`config.mk`:
```
export PLATFORM = sky130hd
export DESIGN_NAME = key_matrix_scan_layer_lookup
export DESIGN_NICKNAME = d
export VERILOG_FILES = /design/src/hdl/kms_pkg.sv /design/src/hdl/key_matrix_scan_layer_lookup.sv
export SDC_FILE = /design/constraint.sdc
export NUM_CORES = 1
export LEC_CHECK = 0
export BUFFER_PORTS_ARGS = -buffer_cell sky130_fd_sc_hd__buf_2
export CAP_MARGIN = 20
export CORE_UTILIZATION = 53
export CTS_CLUSTER_DIAMETER = 100
export DETAILED_ROUTE_END_ITERATION = 8
export HOLD_SLACK_MARGIN = 0.12
export PLACE_DENSITY_LB_ADDON = 0.12
export SYNTH_ARGS = -nofsm -noshare
export SYNTH_HDL_FRONTEND = slang
export SYNTH_SLANG_ARGS = --single-unit
```
`constraint.sdc`:
```
create_clock -name i_clk -period 11.85 [get_ports i_clk]
set_input_delay 2.37 -clock i_clk [delete_from_list [all_inputs] [get_ports i_clk]]
set_output_delay 2.37 -clock i_clk [all_outputs]
set_load 0.02 [all_outputs]
```
`src/hdl/kms_pkg.sv`:
```
package kms_pkg;

    localparam int ROWS_DEF = 5;
    localparam int COLS_DEF = 14;

    localparam int MAP_ROWS = 5;
    localparam int MAP_COLS = 14;
    localparam int MAP_SIZE = MAP_ROWS * MAP_COLS;

    localparam int ROW_W  = 3;
    localparam int COL_FIELD_W = 14;
    localparam int COL_IDX_W = 4;
    localparam int CODE_W = 8;
    localparam int MAP_IDX_W = 7;

    localparam logic [CODE_W-1:0] FN_CODE = 8'hF0;

    localparam logic [CODE_W-1:0] KEYMAP_BASE [MAP_SIZE] = '{
        8'h35, 8'h1E, 8'h1F, 8'h20, 8'h21, 8'h22, 8'h23,
        8'h24, 8'h25, 8'h26, 8'h27, 8'h2D, 8'h2E, 8'h2A,
        8'h2B, 8'h14, 8'h1A, 8'h08, 8'h15, 8'h17, 8'h1C,
        8'h18, 8'h0C, 8'h12, 8'h13, 8'h2F, 8'h30, 8'h31,
        8'hE0, 8'h04, 8'h16, 8'h07, 8'h09, 8'h0A, 8'h0B,
        8'h0D, 8'h0E, 8'h0F, 8'h33, 8'h34, 8'h00, 8'h28,
        8'hE1, 8'h1D, 8'h1B, 8'h06, 8'h19, 8'h05, 8'h11,
        8'h10, 8'h36, 8'h37, 8'h38, 8'h00, 8'h00, 8'hE5,
        8'hF0, 8'hE3, 8'hE2, 8'h00, 8'h00, 8'h2C, 8'h00,
        8'h00, 8'h00, 8'h00, 8'h50, 8'h51, 8'h52, 8'h4F
    };

    localparam logic [CODE_W-1:0] KEYMAP_FN [MAP_SIZE] = '{
        8'h29, 8'h3A, 8'h3B, 8'h3C, 8'h3D, 8'h3E, 8'h3F,
        8'h40, 8'h41, 8'h42, 8'h43, 8'h44, 8'h45, 8'h4C,
        8'h2B, 8'h14, 8'h1A, 8'h08, 8'h15, 8'h17, 8'h1C,
        8'h18, 8'h0C, 8'h12, 8'h13, 8'h2F, 8'h30, 8'h31,
        8'hE0, 8'h04, 8'h16, 8'h07, 8'h09, 8'h0A, 8'h0B,
        8'h0D, 8'h0E, 8'h0F, 8'h33, 8'h34, 8'h00, 8'h28,
        8'hE1, 8'h1D, 8'h1B, 8'h06, 8'h19, 8'h05, 8'h11,
        8'h10, 8'h36, 8'h37, 8'h38, 8'h00, 8'h00, 8'hE5,
        8'hF0, 8'hE3, 8'hE2, 8'h00, 8'h00, 8'h2C, 8'h00,
        8'h00, 8'h00, 8'h00, 8'h50, 8'h51, 8'h52, 8'h4F
    };

    // positions outside the table read as zero
    function automatic logic [CODE_W-1:0] keymap_code(
        input logic                 layer,
        input logic [ROW_W-1:0]     row,
        input logic [COL_IDX_W-1:0] col
    );
        logic [MAP_IDX_W-1:0] idx;
        logic [CODE_W-1:0]    code;
        idx = MAP_IDX_W'(row) * MAP_IDX_W'(MAP_COLS) + MAP_IDX_W'(col);
        if (int'(row) >= MAP_ROWS || int'(col) >= MAP_COLS) begin
            code = '0;
        end else if (layer) begin
            code = KEYMAP_FN[idx];
        end else begin
            code = KEYMAP_BASE[idx];
        end
        return code;
    endfunction

    function automatic logic [COL_FIELD_W-1:0] fn_mask(
        input logic             layer,
        input logic [ROW_W-1:0] row
    );
        logic [COL_FIELD_W-1:0] mask;
        for (int c = 0; c < COL_FIELD_W; c++) begin
            mask[c] = (keymap_code(layer, row, COL_IDX_W'(c)) == FN_CODE);
        end
        return mask;
    endfunction

endpackage

```
`src/hdl/key_matrix_scan_layer_lookup.sv`:
```
// channel  | direction | handshake          | payload
// ---------+-----------+--------------------+-----------------------------------------
// row in   | input     | i_valid / o_ready  | i_row_index, i_column_bits, i_fn_probe
// key out  | output    | o_valid / i_ready  | o_keycode, o_key_found
//
// one row transfer per cycle unless the row side stalls; the keymap rom read
// is registered, then the result of a frame's last row goes to the output register
// synchronous active low reset selects the base layer and clears the frame
// the row side stalls only while a last row waits on a full output register
// rows at or beyond ROWS are taken and dropped
module key_matrix_scan_layer_lookup
    import kms_pkg::*;
#(
    parameter int ROWS = ROWS_DEF,
    parameter int COLS = COLS_DEF
) (
    input  logic                   i_clk,
    input  logic                   i_rst_n,
    input  logic                   i_valid,
    output logic                   o_ready,
    input  logic [ROW_W-1:0]       i_row_index,
    input  logic [COL_FIELD_W-1:0] i_column_bits,
    input  logic                   i_fn_probe,
    output logic                   o_valid,
    input  logic                   i_ready,
    output logic [CODE_W-1:0]      o_keycode,
    output logic                   o_key_found
);

    localparam int NCOL = (COLS < COL_FIELD_W) ? COLS : COL_FIELD_W;

    logic                   r_layer;
    logic                   r_hit;
    logic [CODE_W-1:0]      r_held;
    logic                   r_b_valid;
    logic                   r_b_open;
    logic                   r_b_last;
    logic                   r_b_found;
    logic [CODE_W-1:0]      r_code;
    logic                   r_out_valid;
    logic [CODE_W-1:0]      r_out_code;
    logic                   r_out_found;

    logic                   n_hit;
    logic [CODE_W-1:0]      n_held;

    logic                   accept_in;
    logic                   row_ok;
    logic                   row_first;
    logic                   row_last;
    logic                   layer_sel;
    logic [COL_FIELD_W-1:0] col_mask;
    logic [COL_FIELD_W-1:0] cand;
    logic                   found;
    logic [COL_IDX_W-1:0]   first_col;
    logic                   b_advance;

    always_comb begin
        for (int c = 0; c < COL_FIELD_W; c++) begin
            col_mask[c] = (c < NCOL);
        end
    end

    assign row_ok    = int'(i_row_index) < ROWS;
    assign row_first = (i_row_index == '0);
    assign row_last  = (int'(i_row_index) == ROWS - 1);
    assign layer_sel = row_first ? i_fn_probe : r_layer;
    assign cand      = i_column_bits & col_mask & ~fn_mask(layer_sel, i_row_index);
    assign found     = |cand;

    // lowest pressed column wins
    always_comb begin
        first_col = '0;
        for (int c = COL_FIELD_W - 1; c >= 0; c--) begin
            if (cand[c]) begin
                first_col = COL_IDX_W'(c);
            end
        end
    end

    assign b_advance = r_b_valid && (!r_b_last || !r_out_valid || i_ready);
    assign o_ready   = !r_b_valid || b_advance;
    assign accept_in = i_valid && o_ready;

    // frame search state after this row
    always_comb begin
        if (r_b_open) begin
            n_hit  = r_b_found;
            n_held = r_b_found ? r_code : '0;
        end else if (!r_hit && r_b_found) begin
            n_hit  = 1'b1;
            n_held = r_code;
        end else begin
            n_hit  = r_hit;
            n_held = r_held;
        end
    end

    // keymap rom, registered read
    always_ff @(posedge i_clk) begin
        if (accept_in && row_ok) begin
            r_code    <= keymap_code(layer_sel, i_row_index, first_col);
            r_b_open  <= row_first;
            r_b_last  <= row_last;
            r_b_found <= found;
        end
    end

    always_ff @(posedge i_clk) begin
        if (!i_rst_n) begin
            r_layer     <= 1'b0;
            r_hit       <= 1'b0;
            r_held      <= '0;
            r_b_valid   <= 1'b0;
            r_out_valid <= 1'b0;
        end else begin
            if (accept_in && row_ok && row_first) begin
                r_layer <= i_fn_probe;
            end
            if (o_ready) begin
                r_b_valid <= accept_in && row_ok;
            end
            if (b_advance) begin
                r_hit  <= n_hit;
                r_held <= n_held;
            end
            if (b_advance && r_b_last) begin
                r_out_valid <= 1'b1;
            end else if (i_ready) begin
                r_out_valid <= 1'b0;
            end
        end
    end

    always_ff @(posedge i_clk) begin
        if (b_advance && r_b_last) begin
            r_out_code  <= n_held;
            r_out_found <= n_hit;
        end
    end

    assign o_valid     = r_out_valid;
    assign o_keycode   = r_out_code;
    assign o_key_found = r_out_found;

    // a last row never leaves the pipe while an untaken result sits ahead of it
    a_last_waits: assert property (@(posedge i_clk) disable iff (!i_rst_n)
        r_b_valid && r_b_last && r_out_valid && !i_ready |=> r_b_valid && r_b_last)
        else $error("last row lost while output stalled");

    a_stall_cause: assert property (@(posedge i_clk) disable iff (!i_rst_n)
        !o_ready |-> r_b_valid && r_b_last && r_out_valid && !i_ready)
        else $error("row side stalled without a waiting result");

    a_no_hit_zero: assert property (@(posedge i_clk) disable iff (!i_rst_n)
        !r_hit |-> r_held == '0)
        else $error("held code set without a hit");

    a_out_clean: assert property (@(posedge i_clk) disable iff (!i_rst_n)
        o_valid && !o_key_found |-> o_keycode == '0)
        else $error("keycode without key found");

endmodule

```
==> flow_metrics.env, run 1 <==
export IMPL_synth_async_reset_ratio_pct=0
export IMPL_yosysWarnings=0
export IMPL_ir_drop_uv=83.7
export IMPL_dp_hpwl_mm=11.7
export IMPL_cts_buffers_inserted=5
export IMPL_insertion_delay_ns=0.27
export IMPL_synthTopCellsByArea="edfxtp_1 (13%), ha_1 (9.7%), dfxtp_1 (5.0%)"
export IMPL_place_congestion=0.988
export IMPL_cts_reportedPaths_clkPinSlew_ns=0.06
export IMPL_h_tree_depth=2
export IMPL_yosys_area_top_type="edfxtp_1"
export IMPL_fin_skew_ns=0.00784
export IMPL_crit_path_end_kind="flop"
export IMPL_die_h_um=97.1
export IMPL_synth_most_common_cell="nand2_1"
export IMPL_die_w_um=97.1
export IMPL_nNetsFinal=686
export IMPL_drive_gt1_share_pct=10.5
export IMPL_yosys_cell_types_count=81
export IMPL_syn2layout_area_growth_pct=5.25
export IMPL_rsz0062_at_grt="false"
export IMPL_p_leak_nw=1.89
export IMPL_post_cts_setup_buffers=0
export IMPL_design_core_area_sq_um=8720
export IMPL_drt_iter0_drc=370
export IMPL_ant_nets=0
export IMPL_cts_tree="done"
export IMPL_fin_crit_ns=10.07
export IMPL_finalSetupTns_ns=0
export IMPL_post_route_period_util_pct=85.0
export IMPL_cp_start_kind="input port"
export IMPL_drc_errors=0
export IMPL_slew_violations=0
export IMPL_grt_overflow=0
export IMPL_hp_class="reg -> reg"
export IMPL_grt_pass1_wl_mm=24.8
export IMPL_crit_arrival_ns=10.07
export IMPL_grt_start_max_net_pins=37
export IMPL_ys_seq_area_share_pct=17.5
export IMPL_routed_via_count=5018
export IMPL_wl_per_cell_um=21.9
export IMPL_worst_pin_slew_ns=1.14
export IMPL_required_ns=11.85
export IMPL_portBuffers=32
export IMPL_finalSetupViolations=0
export IMPL_ctsHoldBuffers=0
export IMPL_slew_limit_headroom_pct=23.3
export IMPL_timing_hold_violations_final=0
export IMPL_worst_path_max_fanout=25
export IMPL_fill_cells=811
export IMPL_clockBufferDepth=2
export IMPL_rows=34
export IMPL_syn_inst=616
export IMPL_synth_top_area_share_pct=12.5
export IMPL_drt_total_wl_mm=16.0
export IMPL_dr_pass1_iters=8
export IMPL_start_util_pct=54.9
export IMPL_maxCapViolations=0
export IMPL_synth_area_per_cell_sq_um=7.78
export IMPL_antenna_found_initial=0
export IMPL_totalPowerFinal_uw=581
export IMPL_worstSetupPathType="in -> reg"
export IMPL_min_path_cells=2
export IMPL_synth_commonest_cells="nand2_1 (61), nor2_1 (47), ha_1 (37)"
export IMPL_grt_total_usage_pct=33.2
export IMPL_post_cts_resize_count=0
export IMPL_synth_area_sq_um=4790
export IMPL_clockRootBuffer="clkbuf_8"
export IMPL_die_area_sq_um=9430
export IMPL_viasPerCell=6.88
export IMPL_synth_fp_nets=682
export IMPL_outcome="completed"
export IMPL_cts_sinks=32
export IMPL_synth_seq_cells=32
export IMPL_powerDensity_nw_per_um2=115
export IMPL_diodes=0
export IMPL_ios=33
export IMPL_worstRegToRegCells=19
export IMPL_grt_pass1_vias=4629
export IMPL_synthFlopType="edfxtp_1"
export IMPL_synth_edf_count=20
export IMPL_fmax_mhz=99.3
export IMPL_whs_ns=0.517
-- cell families (layout without fill, tap and decap cells) --
logic type,Yosys count,after routing,share of synthesized area (%)
buffers and inverters,71,76,6.21
XOR/XNOR,30,30,6.03
AND/OR/NAND/NOR,222,222,23.2
adder cells (fa/ha/maj),44,44,12.6
flip-flops,32,32,17.5
multiplexers,21,21,4.54
AO/OA/AOI/OAI,196,196,29.9
-- final cells by class --
type | count | area [sq um] | share of cell area, %
multi-input cells | 513 | 3650 | 72.4
flip-flops and latches | 32 | 841 | 16.7
repair buffers | 42 | 235 | 4.66
well taps | 108 | 135 | 2.68
inverters | 26 | 97.6 | 1.94
clock buffers | 7 | 76.3 | 1.51
clock inverters | 1 | 5.00 | 0.0992
-- sequential cells by signal, indices dropped and copies added (netlist names) --
signal / cells
r_b_found: 1
r_code: 8
o_keycode: 8
r_b_valid: 1
r_held: 8
r_hit: 1
o_valid: 1
o_key_found: 1
r_b_open: 1
r_layer: 1
r_b_last: 1
-- path summary, 6_finish.rpt --
check                                     from        end  slack (ns)
worst max-delay path            i_row_index[1]  r_code[3]        1.78
worst min-delay path                 r_held[3]  r_held[3]        0.52
worst max register to register         r_layer  r_code[3]        6.25
worst min register to register       r_held[3]  r_held[3]        0.52
-- critical path: stages --
cell,delay [ns]
buf_2,0.40
inv_1,0.30
fa_1,0.78
inv_1,0.12
ha_1,0.66
inv_1,0.21
buf_4,0.23
ha_1,0.66
mux2_1,0.38
o211a_1,0.11
o32ai_1,0.28
a32oi_1,0.16
o41a_1,0.49
nor2_1,0.14
o21ai_0,0.09
nand2_1,0.07
a311oi_1,0.12
ha_1,0.24
inv_1,0.07
fa_1,0.43
inv_1,0.39
nor2_1,0.16
o21ai_0,0.29
o41ai_1,0.21
a22oi_1,0.22
nor2_1,0.06
a311oi_1,0.24
o311ai_1,0.15
-- layout by cell type (no fill, tap or decap), types with 6 or more instances in the layout --
| master | netlist | layout |
|---|---|---|
| nand2_1 | 61 | 61 |
| nor2_1 | 47 | 47 |
| ha_1 | 37 | 37 |
| buf_2 | 10 | 32 |
| a21oi_1 | 31 | 31 |
| o21ai_0 | 30 | 30 |
| nor2b_1 | 25 | 25 |
| inv_1 | 23 | 23 |
| xnor2_1 | 21 | 21 |
| nor3_1 | 20 | 20 |
| edfxtp_1 | 20 | 20 |
| nand2b_1 | 16 | 16 |
| nand3_1 | 16 | 16 |
| mux2i_1 | 15 | 15 |
| o211ai_1 | 12 | 12 |
| dfxtp_1 | 12 | 12 |
| a31oi_1 | 10 | 10 |
| buf_4 | 1 | 10 |
| a211oi_1 | 9 | 9 |
| o2111ai_1 | 9 | 9 |
| a22o_1 | 8 | 8 |
| nand4_1 | 7 | 7 |
| xor2_1 | 7 | 7 |
| fa_1 | 7 | 7 |
| and3_1 | 6 | 6 |
-- metal layers --
| layer | vias to the layer above | GRT usage, % | wire, um |
|---|---|---|---|
| li1 | 2297 | - | - |
| met1 | 2331 | 40.8 | 6070 |
| met2 | 316 | 56.5 | 7670 |
| met3 | 74 | 4.89 | 1320 |
| met4 | 0 | 16.6 | 940 |
| met5 | - | 0 | 0 |
-- through the flow --
stage | std cells | worst slack [ns] | util, % | instance area [sq um]
finish | 729 | 1.78 | 57.8 | 5040
global route | 729 | 1.30 | 57.8 | 5040
CTS | 729 | 1.97 | 57.8 | 5040
detailed placement | 721 | 1.69 | 56.9 | 4960
global placement | 721 | 1.93 | 56.9 | 4960
floorplan | 616 | 2.72 | - | 4790
-- power by group --
part | internal, mW | total (mW) | switching (mW)
logic | 0.134 | 0.373 | 0.239
clock network | 0.0411 | 0.0771 | 0.0360
registers | 0.128 | 0.131 | 0.00291
total | 0.302 | 0.581 | 0.278
No activity file was read; power rests on OpenSTA's default activity.
==> run 2: changes to the inputs <==
clock period = 9.9 ns   (was 11.85 ns; I/O delays follow)
==> run 2 against run 1 <==
Via count is 0.74% higher. Worst setup slack worse by 0.71 ns. Total power is 26% higher. Combinational power is 23% higher. First-iteration DRC count is 5.4% higher. Critical path type unchanged. Highest routed layer unchanged.
==> flow_metrics.env, run 2 (synthesis gave the netlist of run 1 again) <==
export IMPL_worstRegToRegCells=18
export IMPL_drc_errors=0
export IMPL_reg2reg_to="r_code[4]"
export IMPL_worst_pin_slew_ns=1.13
export IMPL_rrSetupSlack_ns=4.21
export IMPL_finalSetupViolations=0
export IMPL_post_route_period_util_pct=89.2
export IMPL_p_seq_share_pct=21.3
export IMPL_finalWorstSetupSlack_ns=1.07
export IMPL_portBuffers=32
export IMPL_worst_path_max_fanout=14
export IMPL_crit_arrival_ns=8.85
export IMPL_drt_total_wl_mm=16.0
export IMPL_grt_total_usage_pct=34.0
export IMPL_worstSetupPathType="in -> reg"
export IMPL_place_area_sq_um=5020
export IMPL_die_w_um=97.1
export IMPL_required_ns=9.92
export IMPL_nNetsFinal=696
export IMPL_diodes=0
export IMPL_timing_hold_violations_final=0
export IMPL_post_cts_setup_buffers=0
export IMPL_cts_sinks=32
export IMPL_clockBufferDepth=2
export IMPL_maxCapViolations=0
export IMPL_grt_pass1_wl_mm=25.5
export IMPL_grt_pass1_vias=4852
export IMPL_slew_violations=0
export IMPL_start_util_pct=54.9
export IMPL_h_tree_depth=2
export IMPL_insertion_delay_ns=0.28
export IMPL_finalSetupTns_ns=0
export IMPL_fin_skew_ns=0.00768
export IMPL_grt_start_max_net_pins=37
export IMPL_drive_gt1_share_pct=12.0
export IMPL_slew_limit_headroom_pct=23.9
export IMPL_hold_start="r_held[5]"
export IMPL_wl_per_cell_um=21.6
export IMPL_cts_reportedPaths_clkPinSlew_ns=0.06
export IMPL_ant_nets=0
export IMPL_fmax_mhz=113
export IMPL_grt_overflow=0
export IMPL_p_leak_nw=1.95
export IMPL_p_sw_share_pct=46.4
export IMPL_design_core_area_sq_um=8720
export IMPL_dp_hpwl_mm=11.6
export IMPL_die_h_um=97.1
export IMPL_routed_via_count=5055
export IMPL_cts_buffers_inserted=5
export IMPL_die_area_sq_um=9430
export IMPL_cp_start_kind="input port"
export IMPL_hp_class="reg -> reg"
export IMPL_viasPerCell=6.84
export IMPL_cts_tree="done"
export IMPL_antenna_found_initial=0
export IMPL_dr_pass1_iters=5
export IMPL_r2r_start="r_layer"
export IMPL_p_comb_share_pct=62.3
export IMPL_rsz0062_at_grt="false"
export IMPL_p_int_uw=393
export IMPL_rows=34
export IMPL_crit_path_end_kind="flop"
export IMPL_min_path_cells=2
export IMPL_post_cts_resize_count=0
export IMPL_ios=33
export IMPL_outcome="completed"
export IMPL_fin_crit_ns=8.83
export IMPL_final_cell_area_sq_um=5140
export IMPL_holdPathEnd="r_held[5]"
export IMPL_ir_drop_uv=73.3
export IMPL_power_frac_clock_pct=16.4
export IMPL_power_switching_uw=340
export IMPL_pre_cts_ws_ns=0.912
export IMPL_totalPowerFinal_uw=733
export IMPL_whs_ns=0.521
export IMPL_powerDensity_nw_per_um2=142
export IMPL_place_congestion=0.960
export IMPL_drt_iter0_drc=390
export IMPL_syn2layout_area_growth_pct=7.36
export IMPL_ctsHoldBuffers=0
export IMPL_clockRootBuffer="clkbuf_8"
export IMPL_final_common_cell="nand2_1"
export IMPL_final_cell_mix="nand2_1 (61), nor2_1 (47), ha_1 (37), buf_2 (32), a21oi_1 (31)"
run 2: cell types whose count changed in the layout (fill, tap and decap cells not counted), sizes merged:
cell	previous run	this run
buf	42	52
clkbuf	7	6
bufinv	0	1
run 2: worst max-delay path by stage:
| stage | from | end | slack [ns] | depth (start not counted) |
|---|---|---|---|---|
| finish | i_row_index[0] | r_code[4] | 1.07 | 27 |
| global route | i_row_index[0] | r_code[2] | 0.73 | 26 |
| CTS | i_row_index[0] | r_code[4] | 1.16 | 27 |
| detailed placement | i_row_index[0] | r_code[4] | 0.91 | 27 |
| global placement | i_row_index[0] | r_code[4] | 1.10 | 27 |
| floorplan | i_row_index[0] | r_code[1] | 1.16 | 27 |
run 2: metrics by stage:
step	instances	utilization, %
after global routing	739	59.0
after CTS	737	58.8
after floorplan	616	-
after global placement	729	57.6
after detailed placement	729	57.6
final	739	59.0
run 2: cell type report:
type | instances | area (sq um)
clock inverter | 2 | 35.0
sequential | 32 | 841
timing repair buffer | 52 | 310
inverter | 26 | 97.6
fill | 795 | 3580
tap | 108 | 135
multi-input combinational | 513 | 3650
clock buffer | 6 | 72.6
run 2: layer usage:
layer	up-vias	global-route usage [%]	wire [um]
li1	2320	-	-
met1	2311	40.8	6130
met2	336	56.4	7500
met3	88	4.89	1270
met4	0	22.7	1090
met5	-	0	0
run 2: worst max-delay path, stage by stage:
cell	delay [ns]
buf_2	0.09
inv_1	0.20
fa_1	0.83
inv_1	0.12
ha_1	0.21
inv_1	0.06
fa_1	0.43
inv_2	0.26
ha_1	0.31
a21oi_1	0.11
xnor2_1	0.32
a31oi_1	0.08
o41a_1	0.44
o41a_1	0.38
or3_1	0.38
nor2b_1	0.13
o21ai_1	0.12
inv_2	0.07
ha_1	0.22
a21o_1	0.16
a21oi_1	0.39
xnor2_1	0.41
a221oi_1	0.33
a21oi_1	0.06
o21ai_0	0.34
nor2_1	0.07
o311a_1	0.32
run 2: power by group through the flow:
stage          clock network, mW  logic (mW)  registers, mW
2_1_floorplan                  0       0.328          0.158
4_1_cts                    0.122       0.442          0.156
3_5_place_dp                   0       0.440          0.159
6_report                   0.120       0.457          0.156
3_3_place_gp                   0       0.443          0.159
5_1_grt                    0.129       0.491          0.157
==> run 3: changes to the inputs <==
CORE_UTILIZATION = 54   (was 53)
PLACE_DENSITY = 0.7   (was default)
PLACE_DENSITY_LB_ADDON = default   (was 0.12)
SLEW_MARGIN = 20   (was default)
==> run 3 against run 2 <==
Cell area decreased by 0.80%. Clock-buffer cell count up 2. Via count shrank 1.1%. Critical endpoint unchanged. Largest cell class unchanged. Maximum frequency is 1.0% higher.
==> flow_metrics.env, run 3 (synthesis gave the netlist of run 1 again) <==
export IMPL_outcome="completed"
export IMPL_ir_drop_uv=90.3
export IMPL_nNetsFinal=692
export IMPL_final_cells=735
export IMPL_critPathMostFrequentCell="inv_1"
export IMPL_fin_crit_ns=8.74
export IMPL_cts_buffers_inserted=5
export IMPL_slew_violations=0
export IMPL_required_ns=9.93
export IMPL_fill_cells=823
export IMPL_clockRootBuffer="clkbuf_8"
export IMPL_critical_path_top_delay_family="adder cells"
export IMPL_drive_gt1_share_pct=11.6
export IMPL_dr_pass1_iters=6
export IMPL_final_cell_mix="nand2_1 (61), nor2_1 (47), ha_1 (37), buf_2 (32), a21oi_1 (31)"
export IMPL_drt_iter0_drc=460
export IMPL_die_area_sq_um=9260
export IMPL_clockBufferDepth=2
export IMPL_place_inst=727
export IMPL_syn2layout_area_growth_pct=6.50
export IMPL_portBuffers=32
export IMPL_fin_skew_ns=0.00354
export IMPL_drt_total_wl_mm=16.0
export IMPL_critical_path_max_stage_delay_ns=0.82
export IMPL_post_cts_setup_buffers=0
export IMPL_antenna_found_initial=0
export IMPL_finalSetupTns_ns=0
export IMPL_wl_per_cell_um=21.8
export IMPL_hp_class="reg -> reg"
export IMPL_grt_overflow=0
export IMPL_slowest_stage="fa_1"
export IMPL_place_congestion=0.998
export IMPL_grt_start_max_net_pins=37
export IMPL_start_util_pct=55.5
export IMPL_grt_pass1_wl_mm=24.3
export IMPL_ant_nets=0
export IMPL_powerDensity_nw_per_um2=139
export IMPL_die_w_um=96.2
export IMPL_worst_path_max_fanout=17
export IMPL_cts_reportedPaths_clkPinSlew_ns=0.06
export IMPL_timing_hold_violations_final=0
export IMPL_worstPathBufferInverterCount=7
export IMPL_worstSetupPathType="in -> reg"
export IMPL_final_core_util_pct=59.1
export IMPL_routed_via_count=4997
export IMPL_finalSetupViolations=0
export IMPL_ios=33
export IMPL_diodes=0
export IMPL_ctsHoldBuffers=0
export IMPL_p_leak_nw=1.92
export IMPL_h_tree_depth=2
export IMPL_maxCapViolations=0
export IMPL_crit_path_end_kind="flop"
export IMPL_cts_tree="done"
export IMPL_crit_arrival_ns=8.76
export IMPL_final_common_cell="nand2_1"
export IMPL_rsz0062_at_grt="false"
export IMPL_rows=34
export IMPL_cp_start_kind="input port"
export IMPL_fmax_mhz=114
export IMPL_grt_total_usage_pct=35.2
export IMPL_drc_errors=0
export IMPL_post_route_period_util_pct=88.2
export IMPL_cts_sinks=32
export IMPL_design_core_area_sq_um=8640
export IMPL_worst_pin_slew_ns=1.04
export IMPL_post_cts_resize_count=0
export IMPL_insertion_delay_ns=0.28
export IMPL_dp_hpwl_mm=11.6
export IMPL_grt_pass1_vias=4474
export IMPL_die_h_um=96.2
export IMPL_viasPerCell=6.80
export IMPL_whs_ns=0.512
export IMPL_slew_limit_headroom_pct=30.1
==> run 3: worst min-delay path, stage by stage, from the launching register on <==
cell and delay (ns):
dfxtp_1 0.31, nand3_1 0.08, a21boi_0 0.08
==> run 3: per-layer routing <==
metal  share of wire, %  vias up  track usage, %
met5                  0        -               0
met4                5.8        0            21.9
met3                7.7       71            3.87
met2                 48      285            58.5
met1                 39     2327            43.1
li1                   -     2314               -
==> run 3: report_power, final <==
group	switching [mW]	internal [mW]	total, mW
logic	0.289	0.165	0.454
registers	0.00327	0.153	0.156
clock network	0.0447	0.0566	0.101
==> run 3: final cells by class <==
type	instances	area, sq um	share of cell area [%]
repair buffers	48	280	5.49
multi-input cells	513	3660	71.7
well taps	108	135	2.65
inverters	26	97.6	1.91
flip-flops and latches	32	841	16.5
clock buffers	8	90.1	1.77
==> run 3: worst paths after layout <==
path                                startpoint        end  slack, ns  cells past startpoint
worst min register to register       r_b_valid  r_b_valid       0.51                      2
worst max register to register         r_layer  r_code[4]       4.31                     17
worst max-delay path            i_row_index[0]  r_code[4]       1.16                     29
worst min-delay path                 r_b_valid  r_b_valid       0.51                      2
==> run 3: through the flow <==
step	total power, mW	instance area (sq um)	setup slack, ns
after floorplan	0.487	4790	1.16
after global placement	0.594	5010	1.15
after detailed placement	0.599	5010	1.04
after CTS	0.701	5100	1.29
after global routing	0.755	5100	0.669
final	0.712	5100	1.16
